[config.mk]
export PLATFORM = sky130hd
export DESIGN_NAME = three_channel_window_sum_detector
export DESIGN_NICKNAME = d
export VERILOG_FILES = /design/src/hdl/tcwsd_pkg.sv /design/src/hdl/tcwsd_ram.sv /design/src/hdl/three_channel_window_sum_detector.sv
export SDC_FILE = /design/constraint.sdc
export NUM_CORES = 1
export LEC_CHECK = 0
export BUFFER_PORTS_ARGS = -buffer_cell sky130_fd_sc_hd__buf_2
export CAP_MARGIN = 20
export CORE_ASPECT_RATIO = 1.25
export CORE_UTILIZATION = 60
export DETAILED_ROUTE_END_ITERATION = 16
export GPL_TIMING_DRIVEN = 0
export PLACE_DENSITY = 0.78
export SYNTH_ARGS = -nofsm -noshare
export SYNTH_HDL_FRONTEND = slang
export SYNTH_SLANG_ARGS = --single-unit
[constraint.sdc]
create_clock -name clk -period 6.9 [get_ports clk]
set_clock_uncertainty 0.1 [all_clocks]
set_input_delay 1.035 -clock clk [delete_from_list [all_inputs] [get_ports clk]]
set_output_delay 1.035 -clock clk [all_outputs]
set_load 0.01 [all_outputs]
[src/hdl/tcwsd_pkg.sv]
// Types and constants shared by the window sum detector.
`timescale 1ns / 1ps
package tcwsd_pkg;

  localparam int NUM_CH = 3;
  localparam int SUM_W = 12;
  localparam int SAMPLE_W = 8;
  localparam int CFG_W = 12;
  localparam int WLEN_W = 5;
  localparam logic [SUM_W-1:0] SUM_MAX = 12'd4095;
  localparam logic [WLEN_W-1:0] WLEN_RESET = 5'd2;
  localparam logic [SUM_W-1:0] THRESH_RESET = 12'd150;
  localparam logic [1:0] LAST_CH = 2'd2;

  typedef enum logic [0:0] {
    REG_WINDOW_LENGTH = 1'b0,
    REG_DETECT_THRESHOLD = 1'b1
  } reg_index_t;

  typedef enum logic [2:0] {
    ST_CLEAR,
    ST_IDLE,
    ST_START,
    ST_SUM,
    ST_DRAIN,
    ST_FINISH
  } state_t;

endpackage

[src/hdl/tcwsd_ram.sv]
// Generic simple dual-port RAM with registered read.
`timescale 1ns / 1ps
module tcwsd_ram #(
  parameter int WIDTH = 8,
  parameter int DEPTH = 48
) (
  input  logic                     clk,
  input  logic                     we,
  input  logic [$clog2(DEPTH)-1:0] waddr,
  input  logic [WIDTH-1:0]         wdata,
  input  logic [$clog2(DEPTH)-1:0] raddr,
  output logic [WIDTH-1:0]         rdata
);

  logic [WIDTH-1:0] mem [DEPTH];

  always_ff @(posedge clk) begin
    if (we) begin
      mem[waddr] <= wdata;
    end
    rdata <= mem[raddr];
  end

endmodule

[src/hdl/three_channel_window_sum_detector.sv]
// Top level: three-channel moving-sum threshold detector.
//
// Input channel (in_valid / in_stall / sample): one converter byte per item.
// Samples go round-robin to channels 0, 1, 2 and are stored in per-channel
// rings of RING_DEPTH entries held in one shared RAM.
// Output channel (out_valid / out_stall / ...): one result per item with the
// channel written, the three window sums and the three threshold flags.
// Config port (cfg_write / cfg_index / cfg_data): window_length at index 0,
// detect_threshold at index 1; write only while idle.
//
// Timing: with L = min(window_length, RING_DEPTH) the newest L entries of
// channels 0, 1 and 2 are read and summed in that order (none when L is zero);
// the RAM read port walks one ring entry per cycle.
// One item is in progress at a time; the next is taken the cycle after the
// result is loaded into the output register.
// Reset: a clearing pass writes zero to all 3*RING_DEPTH entries, one per
// cycle, with in_stall high; configuration writes are taken meanwhile.
// A stalled result holds in the output register; a finished item waits for
// it to drain before loading.
`timescale 1ns / 1ps
module three_channel_window_sum_detector
  import tcwsd_pkg::*;
#(
  parameter int RING_DEPTH = 16
) (
  input  logic                clk,
  input  logic                rst,
  input  logic                in_valid,
  output logic                in_stall,
  input  logic [SAMPLE_W-1:0] sample,
  output logic                out_valid,
  input  logic                out_stall,
  output logic [1:0]          channel_written,
  output logic [SUM_W-1:0]    sum_ch0,
  output logic [SUM_W-1:0]    sum_ch1,
  output logic [SUM_W-1:0]    sum_ch2,
  output logic                detect_ch0,
  output logic                detect_ch1,
  output logic                detect_ch2,
  input  logic                cfg_write,
  input  logic [0:0]          cfg_index,
  input  logic [CFG_W-1:0]    cfg_data
);

  localparam int MEM_DEPTH = NUM_CH * RING_DEPTH;
  localparam int AW = $clog2(MEM_DEPTH);
  localparam int PW = $clog2(RING_DEPTH);
  localparam int LW = $clog2(RING_DEPTH + 1);
  localparam logic [PW-1:0] SLOT_LAST = PW'(RING_DEPTH - 1);

  state_t state, state_next;

  logic [WLEN_W-1:0] window_length;
  logic [SUM_W-1:0]  detect_threshold;

  logic [PW-1:0] wpos [NUM_CH];
  logic [1:0]    turn;
  logic [1:0]    cur_ch;
  logic [AW-1:0] clr_addr;

  logic [LW-1:0] len_q;
  logic [LW-1:0] rd_cnt;
  logic [1:0]    rd_ch;
  logic [PW-1:0] rd_slot;
  logic          rd_valid_q;
  logic [1:0]    rd_ch_q;
  logic [SUM_W-1:0] sums [NUM_CH];

  logic          accept;
  logic          last_issue;
  logic          out_free;
  logic [LW-1:0] len_eff;
  logic [1:0]    ch_inc;

  logic          ram_we;
  logic [AW-1:0] ram_waddr;
  logic [SAMPLE_W-1:0] ram_wdata;
  logic [AW-1:0] ram_raddr;
  logic [SAMPLE_W-1:0] ram_rdata;
  logic [SUM_W:0] acc_sum;

  function automatic logic [PW-1:0] slot_dec(input logic [PW-1:0] s);
    return (s == '0) ? SLOT_LAST : s - PW'(1);
  endfunction

  assign in_stall   = (state != ST_IDLE);
  assign accept     = in_valid && !in_stall;
  assign out_free   = !out_valid || !out_stall;
  assign last_issue = (rd_cnt + LW'(1) == len_q);
  assign ch_inc     = rd_ch + 2'd1;
  assign len_eff    = (32'(window_length) > RING_DEPTH) ? LW'(RING_DEPTH)
                                                        : LW'(window_length);

  // Write port: clearing pass or the accepted sample
  always_comb begin
    ram_we    = 1'b0;
    ram_waddr = clr_addr;
    ram_wdata = '0;
    if (state == ST_CLEAR) begin
      ram_we = 1'b1;
    end else if (accept) begin
      ram_we    = 1'b1;
      ram_waddr = AW'(32'(turn) * RING_DEPTH + 32'(wpos[turn]));
      ram_wdata = sample;
    end
  end

  assign ram_raddr = AW'(32'(rd_ch) * RING_DEPTH + 32'(rd_slot));
  assign acc_sum   = {1'b0, sums[rd_ch_q]} + (SUM_W + 1)'(ram_rdata);

  tcwsd_ram #(
    .WIDTH(SAMPLE_W),
    .DEPTH(MEM_DEPTH)
  ) u_store (
    .clk  (clk),
    .we   (ram_we),
    .waddr(ram_waddr),
    .wdata(ram_wdata),
    .raddr(ram_raddr),
    .rdata(ram_rdata)
  );

  always_ff @(posedge clk) begin
    if (rst) begin
      state <= ST_CLEAR;
    end else begin
      state <= state_next;
    end
  end

  always_comb begin
    state_next = state;
    case (state)
      ST_CLEAR: begin
        if (clr_addr == AW'(MEM_DEPTH - 1)) state_next = ST_IDLE;
      end
      ST_IDLE: begin
        if (accept) state_next = ST_START;
      end
      ST_START: begin
        state_next = (len_eff == '0) ? ST_FINISH : ST_SUM;
      end
      ST_SUM: begin
        if (last_issue && rd_ch == LAST_CH) state_next = ST_DRAIN;
      end
      ST_DRAIN: begin
        state_next = ST_FINISH;
      end
      ST_FINISH: begin
        if (out_free) state_next = ST_IDLE;
      end
      default: state_next = ST_CLEAR;
    endcase
  end

  // Configuration registers
  always_ff @(posedge clk) begin
    if (rst) begin
      window_length    <= WLEN_RESET;
      detect_threshold <= THRESH_RESET;
    end else if (cfg_write) begin
      case (cfg_index)
        REG_WINDOW_LENGTH:    window_length    <= cfg_data[WLEN_W-1:0];
        REG_DETECT_THRESHOLD: detect_threshold <= cfg_data;
        default: ;
      endcase
    end
  end

  // Control state: ring pointers, turn, clear sweep, read pipeline flag, output valid
  always_ff @(posedge clk) begin
    if (rst) begin
      for (int c = 0; c < NUM_CH; c++) wpos[c] <= '0;
      turn       <= '0;
      clr_addr   <= '0;
      rd_valid_q <= 1'b0;
      out_valid  <= 1'b0;
    end else begin
      if (state == ST_CLEAR) clr_addr <= clr_addr + AW'(1);
      if (accept) begin
        wpos[turn] <= (wpos[turn] == SLOT_LAST) ? '0 : wpos[turn] + PW'(1);
        turn       <= (turn == LAST_CH) ? 2'd0 : turn + 2'd1;
      end
      rd_valid_q <= (state == ST_SUM);
      if (state == ST_FINISH && out_free) begin
        out_valid <= 1'b1;
      end else if (out_valid && !out_stall) begin
        out_valid <= 1'b0;
      end
    end
  end

  // Read walk and accumulation, and loading of the output register
  always_ff @(posedge clk) begin
    rd_ch_q <= rd_ch;
    if (accept) cur_ch <= turn;
    case (state)
      ST_START: begin
        len_q   <= len_eff;
        rd_ch   <= 2'd0;
        rd_cnt  <= '0;
        rd_slot <= slot_dec(wpos[0]);
        for (int c = 0; c < NUM_CH; c++) sums[c] <= '0;
      end
      ST_SUM: begin
        if (last_issue) begin
          rd_cnt <= '0;
          if (rd_ch != LAST_CH) begin
            rd_ch   <= ch_inc;
            rd_slot <= slot_dec(wpos[ch_inc]);
          end
        end else begin
          rd_cnt  <= rd_cnt + LW'(1);
          rd_slot <= slot_dec(rd_slot);
        end
      end
      default: ;
    endcase
    if (rd_valid_q) begin
      sums[rd_ch_q] <= acc_sum[SUM_W] ? SUM_MAX : acc_sum[SUM_W-1:0];
    end
    if (state == ST_FINISH && out_free) begin
      channel_written <= cur_ch;
      sum_ch0    <= sums[0];
      sum_ch1    <= sums[1];
      sum_ch2    <= sums[2];
      detect_ch0 <= (sums[0] > detect_threshold);
      detect_ch1 <= (sums[1] > detect_threshold);
      detect_ch2 <= (sums[2] > detect_threshold);
    end
  end

endmodule

Word-level counts from Yosys, hierarchy flattened:

Memory sizes are Yosys's and may differ from the RTL's. A register that Yosys moved wholly into a read port is not among the register bits.
Cells that the tools add are included.

* input port bits: 26
* bits in writable memories: 432
* memories kept: 3
* flip-flop bits (word level): 91
* logic and storage cells: 123
* output and inout bits: 43

Memory list
* u_store.mem: depth 48, bits a word 8, rd ports 1, clocked after Yosys merged registers in 1, wr ports 1, RTL line tcwsd_ram.sv:15 `logic [WIDTH-1:0] mem [DEPTH];`
* sums: depth 3, bits a word 12, rd ports 4, clocked after Yosys merged registers in 1, wr ports 4, RTL line three_channel_window_sum_detector.sv:67 `logic [SUM_W-1:0] sums [NUM_CH];`
* wpos: depth 3, bits a word 4, rd ports 3, clocked after Yosys merged registers in 1, wr ports 3, RTL line three_channel_window_sum_detector.sv:56 `logic [PW-1:0] wpos [NUM_CH];`

* equal/unequal tests: 19
* add/sub/neg operators: 11
* bitwise operators: 1
* reduce and logical (&&, ||, !) cells: 21
* muxes and demuxes: 44
* magnitude comparators: 4

Operators with widths (count)
* $gt 12x12->1: 3
* $mux 4: 7
* $pmux 3 s6: 1
* $mux 8: 2
* $mux 1: 15
* $mux 3: 5
* $add 12x8->13: 1
* $add 6x4->6: 2
* $logic_not 4->1: 3
* $mux 12: 1
* $mux 2: 6
* $mux 6: 2
* $sub 4x1->4 const B: 3
* $mux 5: 2
* $ne 2x2->1 const B: 5
* $pmux 5 s2: 1
* $pmux 4 s2: 1
* $add 6x1->6 const B: 1
* $eq 3x2->1 const B: 2
* $eq 3x3->1 const B: 2
* $eq 6x6->1 const B: 1
* $reduce_and 2->1: 3
* $add 5x1->5 const B: 1
* $eq 5x5->1: 1
* 20 further kinds: 29

Depth between registers and ports, before layout:

Gate-level depths: netlist (run 1).

* word-level depth: 8
* mapped depth: 10
* mapped depth without buffers: 9

Cells and area by module:

Synthesis (run 1) repeated with hierarchy kept, for this count alone.

* cell total of the unflattened synthesis: 1461
* area, all modules: 23277.3 um^2

By module, submodules not included
* tcwsd_ram: instances 1, area each 15349.7 um^2, cells an instance 793
* three_channel_window_sum_detector: instances 1, area each 7927.6 um^2, cells an instance 668

Worst setup path before layout (run 1):

Ideal clock, no wire load.

* kind: input to register
* start: input port out_stall
* end: register channel_written[0], enable pin
* data arrival time: 3069 ps
* stages: 1
* setup slack: 3278 ps
* setup time: 453 ps
* buffers on the path: 0
* path through: a21oi_1

* longest elaborated chain between the ends: 3

RTL lines
* from (decl): RTL line three_channel_window_sum_detector.sv:32 `input logic out_stall,`
* $logic_not 1->1: RTL line three_channel_window_sum_detector.sv:88 `assign out_free = !out_valid || !out_stall;`
* $logic_or 1x1->1: RTL line three_channel_window_sum_detector.sv:88
* $logic_and 1x1->1: RTL line three_channel_window_sum_detector.sv:222 `if (state == ST_FINISH && out_free) begin`
* to (signal assigned): RTL line three_channel_window_sum_detector.sv:223 `channel_written <= cur_ch;`
* to (decl): RTL line three_channel_window_sum_detector.sv:33 `output logic [1:0] channel_written,`

Every way passes these cells.
A chain may end at the register's enable or synchronous reset.

Worst setup path after layout (run 1):

* start: register rd_slot[1]
* end: register u_store.rdata[1], read port of u_store.mem

* longest elaborated chain between the ends: 1

RTL lines
* from (decl): RTL line three_channel_window_sum_detector.sv:64 `logic [PW-1:0] rd_slot;`
* from (signal assigned): RTL line three_channel_window_sum_detector.sv:202 `rd_slot <= slot_dec(wpos[0]);`
* from (signal assigned): RTL line three_channel_window_sum_detector.sv:210 `rd_slot <= slot_dec(wpos[ch_inc]);`
* from (signal assigned): RTL line three_channel_window_sum_detector.sv:214 `rd_slot <= slot_dec(rd_slot);`
* $add 6x4->6: RTL line three_channel_window_sum_detector.sv:108 `assign ram_raddr = AW'(32'(rd_ch) * RING_DEPTH + 32'(rd_slot));`
* to (decl): RTL line tcwsd_ram.sv:12 `output logic [WIDTH-1:0] rdata`

Every way passes these cells.

==> results of run 1 <==
[worst max-delay path by stage]
stage / start / endpoint / slack [ps] / cells after the start
floorplan: out_stall / channel_written[0]$_DFFE_PP_ / 3280 / 1
global placement: out_stall / sum_ch2[10]$_DFFE_PP_ / 2540 / 2
detailed placement: in_valid / u_store.mem[20][2]$_DFFE_PP_ / 3140 / 8
CTS: rd_ch_q[1]$_DFF_P_ / sums[1][11]$_SDFFCE_PN0P_ / 3360 / 9
global route: rd_ch_q[1]$_DFF_P_ / sums[1][11]$_SDFFCE_PN0P_ / 3060 / 9
finish: rd_slot[1]$_DFFE_PP_ / u_store.rdata[1]$_DFF_P_ / 3320 / 5
[power by group through the flow]
| stage | sequential (W) | clock [W] | combinational [W] |
|---|---|---|---|
| floorplan | 0.00369 | 0 | 0.0000702 |
| global placement | 0.00369 | 0 | 0.000105 |
| detailed placement | 0.00369 | 0 | 0.000109 |
| CTS | 0.00362 | 0.00288 | 0.000110 |
| global route | 0.00362 | 0.00300 | 0.000121 |
| finish | 0.00362 | 0.00286 | 0.000111 |
[layer usage]
layer  vias up  GRT usage
li1       5572          -
met3       170    0.03866
met5         -          0
met2       640     0.4852
met4         2     0.1411
met1      6463     0.3334
[critical path, stage by stage (launching register included)]
cell	delay (ps)
edfxtp_1	410
clkbuf_1	790
clkbuf_1	770
mux4_2	440
a221oi_1	660
o221ai_1	240
[final cells by class]
type,instances,area [um^2]
Clock inverter,27,305.3
Clock buffer,67,1389
Timing Repair Buffer,71,437.9
Sequential cell,549,16070
Inverter,46,172.7
Multi-Input combinational cell,687,6381
Buffer,62,316.6
Tap cell,486,608.1
Fill cell,2344,11790
[metrics by stage]
step                instances  setup WS [ps]  total power, W  hold WS, ps    util
finish                   1995           3321        0.006590        293.8  0.6854
floorplan                1344           3278        0.003758        246.2       -
global placement         1897           2540        0.003797        281.6  0.6370
CTS                      1995           3357        0.006616        299.1  0.6854
global route             1995           3063        0.006747        303.7  0.6854
detailed placement       1901           3141        0.003803        288.5  0.6402
[sequential cells by signal, indices dropped and copies added (netlist names), 6 cells and up, named ones only]
signal and cells:
sums 48, u_store.mem 384, sum_ch0 12, u_store.rdata 8, sum_ch2 12, detect_threshold 12
clr_addr 6, sum_ch1 12, wpos 16
[cell families after synthesis]
| group | count (synthesis) | share of synthesized area |
|---|---|---|
| flops | 549 | 0.7010 |
| simple gates | 290 | 0.05967 |
| compound gates | 183 | 0.05536 |
| mux | 140 | 0.1240 |
| buf+inv | 108 | 0.02135 |
| fa+ha+maj | 53 | 0.02926 |
| xor+xnor | 21 | 0.009336 |
[layout by cell type, fill, tap and decap left out, types with 6 or more instances in the layout]
master	instances
mux4_2	115
clkinv_2	6
nand2_1	78
inv_1	44
xor2_1	11
a22o_1	10
o221ai_1	11
nand3_1	10
xnor2_1	8
o21a_1	8
nand3b_1	6
clkbuf_16	53
mux2i_1	23
bufinv_16	7
nor2b_1	14
nor2_1	109
edfxtp_1	507
o21ai_0	20
a221oi_1	11
o31ai_1	7
dfxtp_1	42
nand4_1	15
buf_2	79
nand2b_1	12
or2_2	6
buf_6	8
a22oi_1	12
clkinv_1	11
clkbuf_1	47
a21oi_1	48
nor3_1	8
and2_1	7
ha_1	52
a21o_1	15
==> summary.md, run 1 <==
| Metric | Value |
|---|---|
| Highest Signal Layer | met5 |
| Post-synth EDFFs | 507 |
| Post-synth ARST share | 0 |
| Io pins | 69 |
| Switching share of power | 0.1920 |
| Largest net degree at the start of global routing | a little under 50 |
| Global-route wire length before repair | roughly 78,000 um |
| Static leakage | 9.322 nW |
| CP Max Fanout | 10 |
| H-tree levels | 2 |
| GRT Residual Overflow | 0 |
| Met3 Wirelength | 3465 um |
| Top FF cell, synth | edfxtp_1 |
| Area Overhead vs Synth | 12.03% |
| Clock-pin slew on the worst setup and hold paths | approximately 70 ps |
| Maximum clock insertion buffer count | 3 |
| GRT Total Usage | 0.2758 |
| Setup Crit Path Kind | reg2reg |
| Final wirelength | ~51,000 um |
| Share of cells above drive strength 1 | 0.2034 |
| Rel. slew slack | 0.3132 |
| Yosys Warn Count | 0 |
| CTS Sinks | 549 |
| CTS tree | yes |
| Gp weighted congestion | 0.9821 |
| Row count | 79 |
| Routed Antenna Nets | 0 |
| Critical Path Source Type | flip-flop |
| Synthesized Nets | ~1,400 |
| Finish-stage setup viols | 0 |
| Synth unique cells | 71 |
| Pre-Repair DR Iteration Count | 5 |
| Setup Buffers After CTS | 0 |
| Reg2reg end | u_store.rdata[1]$_DFF_P_ |
| Pwr per Cell Area | 256.7 mW/mm^2 |
| Reg2reg setup slack | 3320 ps |
| CTS Root Cell | clkbuf_16 |
| Seq/Total Area, Yosys | 0.7010 |
| Avg WL per Cell | 25.74 um |
| Hold crit path type | reg2reg |
| Dpl hpwl | 35,400 um |
| Commonest cells post-synth | edfxtp_1, mux4_2, nor2_1 |
| RSZ-0062 raised after global routing | false |
| Die Wd | 176.8 um |
| Post-Syn Area | 0.02292 mm^2 |
| Logic gate share of total power | 0.017 |
| Critical path capture point type | flip-flop |
| N_diodes | 0 |
| Sw power | 0.001265 W |
| Share of the synthesized area in the top cell type | 0.6643 |
| Initial antenna violation count | 1 |
| Cell taking the most area after synthesis | edfxtp_1 |
| Worst Reg-to-Reg Cells | 5 |
| Vias in the first global route | 13,210 |
| Met1 wire length | 18,690 um |
| Post-route cell area | 0.02568 mm^2 |
| Synth top area cells | edfxtp_1, mux4_2, dfxtp_1 |
| Worst R2R Start | rd_slot[1]$_DFFE_PP_ |
| Flop pwr share | 0.550 |
| Die area | 0.03899 mm^2 |
| Die Span Y | ~220 um |
| Most frequent cell after synthesis | edfxtp_1 |
| Initial DRC count | 1,268 |
| Clock Power Share | 0.433 |
| Routed wl met2 | around 27,000 um |
| Core region area | ~0.037 mm^2 |
| Timing-limited maximum frequency | 0.2794 GHz |
| Max_cap viols | 0 |
| Min Clock Period, post-route | 3579 ps |
| Maximum vdd drop | 216.9 uV |
| Hold buffer count at CTS | 0 |
| TNS Setup | 0 ps |
| Worst hold start | rd_ch[0]$_SDFFCE_PN0P_ |
| Clk_lat worst skew | 590 ps |
| # DRC | 0 |
| Area after DPL | 0.02398 mm^2 |
| Seq cells post-synth | 549 |
| TritonCTS buffer count | 51 |
| DR vias/cell | 6.440 |
| Mapped Cells | 1,344 |
| WHS Endpoint | rd_ch_q[0]$_DFF_P_ |
| Resize count post-CTS | 0 |
| Hold Vio Cnt, Final | 0 |
| Slew at the pin closest to its max-slew limit | 1030 ps |
| Worst Hold Depth | 0 |
| Crit path arrival time | 3910 ps |
| Initial core utilization | 0.6118 |
| Worst Path Required | 7230 ps |
| IO buf count | 67 |
| Final #Nets | roughly 1,500 |
| Final Max Slew Viols | 0 |
| Period utilization | 0.5187 |
| Int Pwr | 0.005325 W |
| Mean Syn Cell Area | between 15 and 20 um^2 |
| Result of the run | completed |
| Via count | 12,850 |
Power figures use the tool's default switching activity.
==> inputs of run 2 (changes only) <==
clock period = 3.3 ns   (was 6.9 ns; I/O delays follow)
==> summary.md, run 2 (synthesis results as in run 1) <==
| Metric | Value |
|---|---|
| Max_cap viols | 0 (unchanged) |
| Final wirelength | 51,680 um (+0.64%) |
| Clock Power Share | 0.411 (-0.022) |
| Share of cells above drive strength 1 | 0.2134 (+0.009985) |
| CTS Sinks | 549 (unchanged) |
| Int Pwr | 0.01067 W (+100%) |
| H-tree levels | 2 (unchanged) |
| GRT Residual Overflow | 0 (unchanged) |
| Layout fillers | 2,393 (+2.1%) |
| Area Overhead vs Synth | 11.68% |
| Final Max Slew Viols | 0 (unchanged) |
| Final Instance Count excl. Fillers | 1,990 (-0.25%) |
| Placed Cells incl. Taps | 1,901 (unchanged) |
| Largest net degree at the start of global routing | 49 (unchanged) |
| Commonest non-fill, non-tap cell in the layout | edfxtp_1 |
| Pwr per Cell Area | 518.1 mW/mm^2 (+100%) |
| IO buf count | 67 (unchanged) |
| Hold crit path type | in2reg |
| Worst Path Required | 3400 ps (-3830 ps) |
| Crit-path max cell delay | 680 ps (-110 ps) |
| Setup Crit Path Kind | reg2reg |
| Tot Pwr | 0.01326 W (+100%) |
| Die area | 0.03899 mm^2 (unchanged) |
| Maximum vdd drop | 355.5 uV (+64%) |
| Initial antenna violation count | 0 (-1) |
| Static leakage | 9.151 nW (-1.8%) |
| Post-route cell area | 0.02559 mm^2 (-0.32%) |
| Switching share of power | 0.1951 (+0.003094) |
| Clock-pin slew on the worst setup and hold paths | 60 ps (about the same) |
| Timing-limited maximum frequency | 0.3021 GHz (+8.1%) |
| Result of the run | complete, but fails checks |
| Rel. slew slack | 0.2094 (-0.1038) |
| Initial DRC count | 1,234 (-2.7%) |
| Slew at the pin closest to its max-slew limit | 1174 ps (+143.4 ps) |
| CTS Root Cell | clkbuf_16 |
| Finish-stage setup viols | 14 (+14) |
| Row count | 79 (unchanged) |
| Hold Vio Cnt, Final | 0 (unchanged) |
| Crit-path cells | clkbuf_1 > nand4bb_1 > inv_2 > clkbuf_1 > nand2_1 > o22ai_1 > nand2_1 > nor2_1 |
| CP Max Fanout | 10 (unchanged) |
| Hold slack | 72.76 ps (-221.0 ps) |
| Critical path capture point type | flip-flop |
| Crit-path slowest cell | nor2_1 |
| Worst setup margin | -9.895 ps (-3331 ps) |
| Critical Path Source Type | flip-flop |
| N_diodes | 0 (unchanged) |
| RSZ-0062 raised after global routing | true |
| Initial core utilization | 0.6118 (unchanged) |
| # DRC | 0 (unchanged) |
| Most frequent cells in the layout | edfxtp_1, mux4_2, nor2_1 |
| CTS tree | yes |
| Maximum clock insertion buffer count | 3 (unchanged) |
| GRT Total Usage | 0.2749 (-0.0008667) |
| Final #Nets | 1,547 (unchanged) |
| Core region area | 0.03746 mm^2 (unchanged) |
| Via count | 12,760 (-0.66%) |
| Area after DPL | 0.02398 mm^2 (unchanged) |
| Logic gate share of total power | 0.018 (about the same) |
| Global-route wire length before repair | 78,200 um (+0.47%) |
| TritonCTS buffer count | 50 (-2.0%) |
| Register area | 0.01607 mm^2 (about the same) |
| Crit path arrival time | 3410 ps (-500 ps) |
| Avg WL per Cell | 25.97 um (+0.90%) |
| Io pins | 69 (unchanged) |
| Top reg by flops | u_store.mem |
| Period utilization | 1.003 (+0.4843) |
| Pre-Repair DR Iteration Count | 6 (+1) |
| Gp weighted congestion | 0.9481 (-3.5%) |
| DR vias/cell | 6.413 (-0.41%) |
| Top Registers | u_store.mem (384), sums (48), wpos (16) |
| Routed Antenna Nets | 0 (unchanged) |
| Sw power | 0.002588 W (+100%) |
| Area of the multi-input gates | 0.006479 mm^2 (+1.5%) |
| Failing checks | setup timing |
| Largest register FFs | 384 (unchanged) |
| Min Clock Period, post-route | 3310 ps (-269.4 ps) |
| Die Span Y | 220.5 um (unchanged) |
| Die Wd | 176.8 um (unchanged) |
| Vias in the first global route | 13,100 (-0.79%) |
| Dpl hpwl | 35,410 um (about the same) |
| Flop pwr share | 0.571 (+0.021) |
| Clk_lat worst skew | 580 ps (about the same) |
run 2: cell count changes in the layout (fill, tap and decap cells not counted), moves of 2 or more:
cell | before | now
ha_4 | 0 | 2
clkinv_1 | 11 | 9
ha_1 | 52 | 50
bufinv_16 | 7 | 2
clkinv_2 | 6 | 3
nor2_2 | 0 | 15
clkbuf_1 | 47 | 53
nor2_1 | 109 | 94
run 2: stage by stage:
step | TNS [ps] | setup WS, ps | util
after floorplan | 0 | 290.0 | -
after global placement | -58420 | -250.5 | 0.6371
after detailed placement | -4522 | -178.2 | 0.6402
after CTS | 0 | 9.069 | 0.6809
after global routing | -2553 | -107.0 | 0.6832
final | -95.26 | -9.895 | 0.6832
run 2: area by class of cell:
cell class | count | area share
multi-input cells | 687 | 0.2531
clock buffers | 72 | 0.05377
inverters | 46 | 0.006746
clock inverters | 16 | 0.004889
well taps | 486 | 0.02376
plain buffers | 62 | 0.01256
flip-flops and latches | 549 | 0.6277
repair buffers | 72 | 0.01740
run 2: power groups by stage:
stage	registers [W]	logic [W]	clock network, W
2_1_floorplan	0.00771	0.000150	0
3_3_place_gp	0.00772	0.000223	0
3_5_place_dp	0.00772	0.000232	0
4_1_cts	0.00757	0.000234	0.00549
5_1_grt	0.00758	0.000261	0.00575
6_report	0.00757	0.000239	0.00545
run 2: critical path: cells and delay by family, from the launching register on:
kind	cells	cell delay, ps
compound gates	1	410
buf+inv	3	670
flops	1	300
simple gates	4	1460
run 2: path summary, 6_finish.rpt:
path	from	to	slack, ps	cells after the start
hold / removal	cfg_data[6]	detect_threshold[6]$_SDFFE_PP0P_	70	3
setup / recovery	state[1]$_SDFFE_PP0P_	u_store.mem[20][0]$_DFFE_PP_	-10	8
hold reg to reg	rd_ch[0]$_SDFFCE_PN0P_	rd_ch_q[0]$_DFF_P_	310	0
setup reg to reg	state[1]$_SDFFE_PP0P_	u_store.mem[20][0]$_DFFE_PP_	-10	8
run 2: per-layer routing:
metal | wire length, um | up-vias | GRT usage | part of all wire
met2 | 27170 | 621 | 0.4889 | 0.53
met1 | 19160 | 6475 | 0.3354 | 0.37
li1 | - | 5564 | - | -
met4 | 1836 | 0 | 0.1089 | 0.036
met3 | 3519 | 102 | 0.04639 | 0.068
met5 | 0 | - | 0 | 0
run 2: repair_timing:
item / in CTS / in global routing
resized for setup: 5 / 25
buffers inserted: 1 / 0
setup endpoints to repair: 45 / 151
hold buffers: 0 / 0
pin swaps: 0 / 1
==> inputs of run 3 (changes only) <==
BUFFER_PORTS_ARGS = not set   (was -buffer_cell sky130_fd_sc_hd__buf_2)
CORE_MARGIN = 2   (was not set)
DONT_BUFFER_PORTS = 1   (was not set)
PLACE_DENSITY = 0.77   (was 0.78)
==> summary.md, run 3 (synthesis results as in run 1) <==
| Metric | Value |
|---|---|
| Static leakage | 9.053 nW (-1.1%) |
| Share of cells above drive strength 1 | 0.1906 (-0.02279) |
| Clock Power Share | 0.434 (+0.023) |
| RSZ-0062 raised after global routing | true |
| WP buf/inv | 3 (unchanged) |
| Initial antenna violation count | 0 (unchanged) |
| Crit-path max cell delay | 770 ps (+90 ps) |
| Worst Reg-to-Reg Cells | 8 (unchanged) |
| Core region area | 0.03794 mm^2 (+1.3%) |
| Commonest non-fill, non-tap cell in the layout | edfxtp_1 |
| GRT Total Usage | 0.2636 (-0.01129) |
| Timing-limited maximum frequency | 0.2959 GHz (-2.1%) |
| Largest register FFs | 384 (unchanged) |
| DR vias/cell | 6.469 (+0.87%) |
| Reg2reg setup slack | -80 ps (-70 ps) |
| Finish-stage setup viols | 24 (+10) |
| Worst setup margin | -79.99 ps (-70.09 ps) |
| H-tree levels | 2 (unchanged) |
| Initial DRC count | 1,243 (+0.73%) |
| Vias in the first global route | 12,880 (-1.7%) |
| Int Pwr | 0.01118 W (+4.7%) |
| CTS Sinks | 549 (unchanged) |
| Min Clock Period, post-route | 3380 ps (+70.09 ps) |
| Hold slack | 81.59 ps (+8.824 ps) |
| Max_cap viols | 0 (unchanged) |
| Dpl hpwl | 35,010 um (-1.1%) |
| Final #Nets | 1,492 (-3.6%) |
| Reg2reg end | u_store.mem[12][5]$_DFFE_PP_ |
| Initial core utilization | 0.6041 (-0.007647) |
| Crit path arrival time | 3480 ps (+70 ps) |
| Maximum vdd drop | 425.6 uV (+20%) |
| Rel. slew slack | 0.2786 (+0.06918) |
| Period utilization | 1.024 (+0.02124) |
| Io pins | 69 (unchanged) |
| Final Max Slew Viols | 0 (unchanged) |
| Result of the run | complete, but fails checks |
| Clk_lat worst skew | 570 ps (about the same) |
| CP Max Fanout | 10 (unchanged) |
| Family with the most delay on the worst path | simple AND/OR/NAND/NOR gates |
| Layout fillers | 2,333 (-2.5%) |
| Die Span Y | 222.5 um (+0.91%) |
| Top reg by flops | u_store.mem |
| Hold crit path type | in2reg |
| Worst hold start | out_stall |
| Row count | 80 (+1.3%) |
| Switching share of power | 0.1909 (-0.004262) |
| # DRC | 0 (unchanged) |
| Flop pwr share | 0.548 (-0.023) |
| Worst Hold Depth | 1 (-2) |
| WHS Endpoint | channel_written[1]$_DFFE_PP_ |
| Via count | 12,590 (-1.4%) |
| Sw power | 0.002637 W (+1.9%) |
| Slew at the pin closest to its max-slew limit | 1071 ps (-102.7 ps) |
| Pre-Repair DR Iteration Count | 6 (unchanged) |
| Top Registers | u_store.mem (384), sums (48), wpos (16) |
| TritonCTS buffer count | 49 (-2.0%) |
| Die Wd | 178.8 um (+1.1%) |
| Critical Path Start | state[1]$_SDFFE_PP0P_ |
| CTS tree | yes |
| Global-route wire length before repair | 77,180 um (-1.3%) |
| Largest net degree at the start of global routing | 49 (unchanged) |
| Crit-path cells | clkbuf_1 > nand4bb_1 > inv_2 > clkbuf_1 > nand2_1 > nand2_1 > o21ai_0 > nor2_1 |
| Avg WL per Cell | 26.39 um (+1.6%) |
| GRT Residual Overflow | 0 (unchanged) |
| Area Overhead vs Synth | 12.11% |
| Die area | 0.03979 mm^2 (+2.0%) |
| Tot Pwr | 0.01381 W (+4.2%) |
| Worst R2R Start | state[1]$_SDFFE_PP0P_ |
| Crit-path slowest cell | nor2_1 |
| IO buf count | 0 (-100%) |
| Critical Path Source Type | flip-flop |
| Final wirelength | 51,350 um (-0.65%) |
| Most frequent cells in the layout | edfxtp_1, mux4_2, nor2_1 |
| Routed Antenna Nets | 0 (unchanged) |
| Worst Path Required | 3400 ps (about the same) |
| Failing checks | setup timing |
| Pwr per Cell Area | 537.7 mW/mm^2 (+3.8%) |
| Critical path capture point type | flip-flop |
| CTS Root Cell | clkbuf_16 |
| Gp weighted congestion | 0.9717 (+2.5%) |
| Clock-pin slew on the worst setup and hold paths | 60 ps (about the same) |
| Maximum clock insertion buffer count | 3 (unchanged) |
| Logic gate share of total power | 0.017 (about the same) |
| Hold Vio Cnt, Final | 0 (unchanged) |
| Setup Crit Path Kind | reg2reg |
run 3: worst max-delay path by stage:
stage | end | slack, ps | depth (start not counted)
4_1_cts | u_store.mem[23][0]$_DFFE_PP_ | -100 | 8
5_1_grt | u_store.mem[44][7]$_DFFE_PP_ | -200 | 8
3_3_place_gp | u_store.mem[22][1]$_DFFE_PP_ | -290 | 6
3_5_place_dp | sums[1][11]$_SDFFCE_PN0P_ | -150 | 9
2_1_floorplan | sums[3][11]$_DFFE_PP_ | 290 | 9
6_report | u_store.mem[12][5]$_DFFE_PP_ | -80 | 8
run 3: final cells by class:
type	instances	area, um^2	share of cell area
flip-flops and latches	549	16070	0.6253
repair buffers	18	240.2	0.009350
inverters	46	172.7	0.006720
well taps	492	615.6	0.02396
diodes	1	2.502	0.00009739
plain buffers	62	317.8	0.01237
clock buffers	68	1411	0.05493
multi-input cells	687	6563	0.2554
clock inverters	23	304.0	0.01183
run 3: stage by stage:
step	setup slack, ps	util	instance area, um^2	std cells	setup TNS (ps)
2_1_floorplan	290.0	-	22920	1344	0
3_3_place_gp	-286.7	0.6204	23540	1836	-66650
3_5_place_dp	-152.8	0.6235	23650	1840	-4973
4_1_cts	-97.06	0.6736	25560	1945	-2343
5_1_grt	-199.2	0.6772	25690	1945	-6352
6_report	-79.99	0.6773	25690	1946	-879.7
run 3: repair_timing:
| action | in CTS | in global routing |
|---|---|---|
| hold buffers | 13 | 0 |
| pin swaps | 0 | 2 |
| endpoints found under the hold margin | 18 | 0 |
| buffers inserted | 1 | 0 |
| resized for setup | 12 | 36 |
| setup endpoints to repair | 107 | 444 |
run 3: layer usage:
metal | up-vias | routed length (um) | GRT usage
li1 | 5481 | - | -
met1 | 6349 | 18630 | 0.3271
met3 | 103 | 3594 | 0.03901
met4 | 0 | 2190 | 0.1172
met2 | 656 | 26930 | 0.4576
met5 | - | 0 | 0
run 3: power by group through the flow:
| stage | Combinational (W) | Sequential [W] | Clock (W) |
|---|---|---|---|
| floorplan | 0.000150 | 0.00771 | 0 |
| global route | 0.000261 | 0.00758 | 0.00633 |
| CTS | 0.000231 | 0.00758 | 0.00606 |
| global placement | 0.000205 | 0.00772 | 0 |
| finish | 0.000241 | 0.00758 | 0.00600 |
| detailed placement | 0.000213 | 0.00772 | 0 |
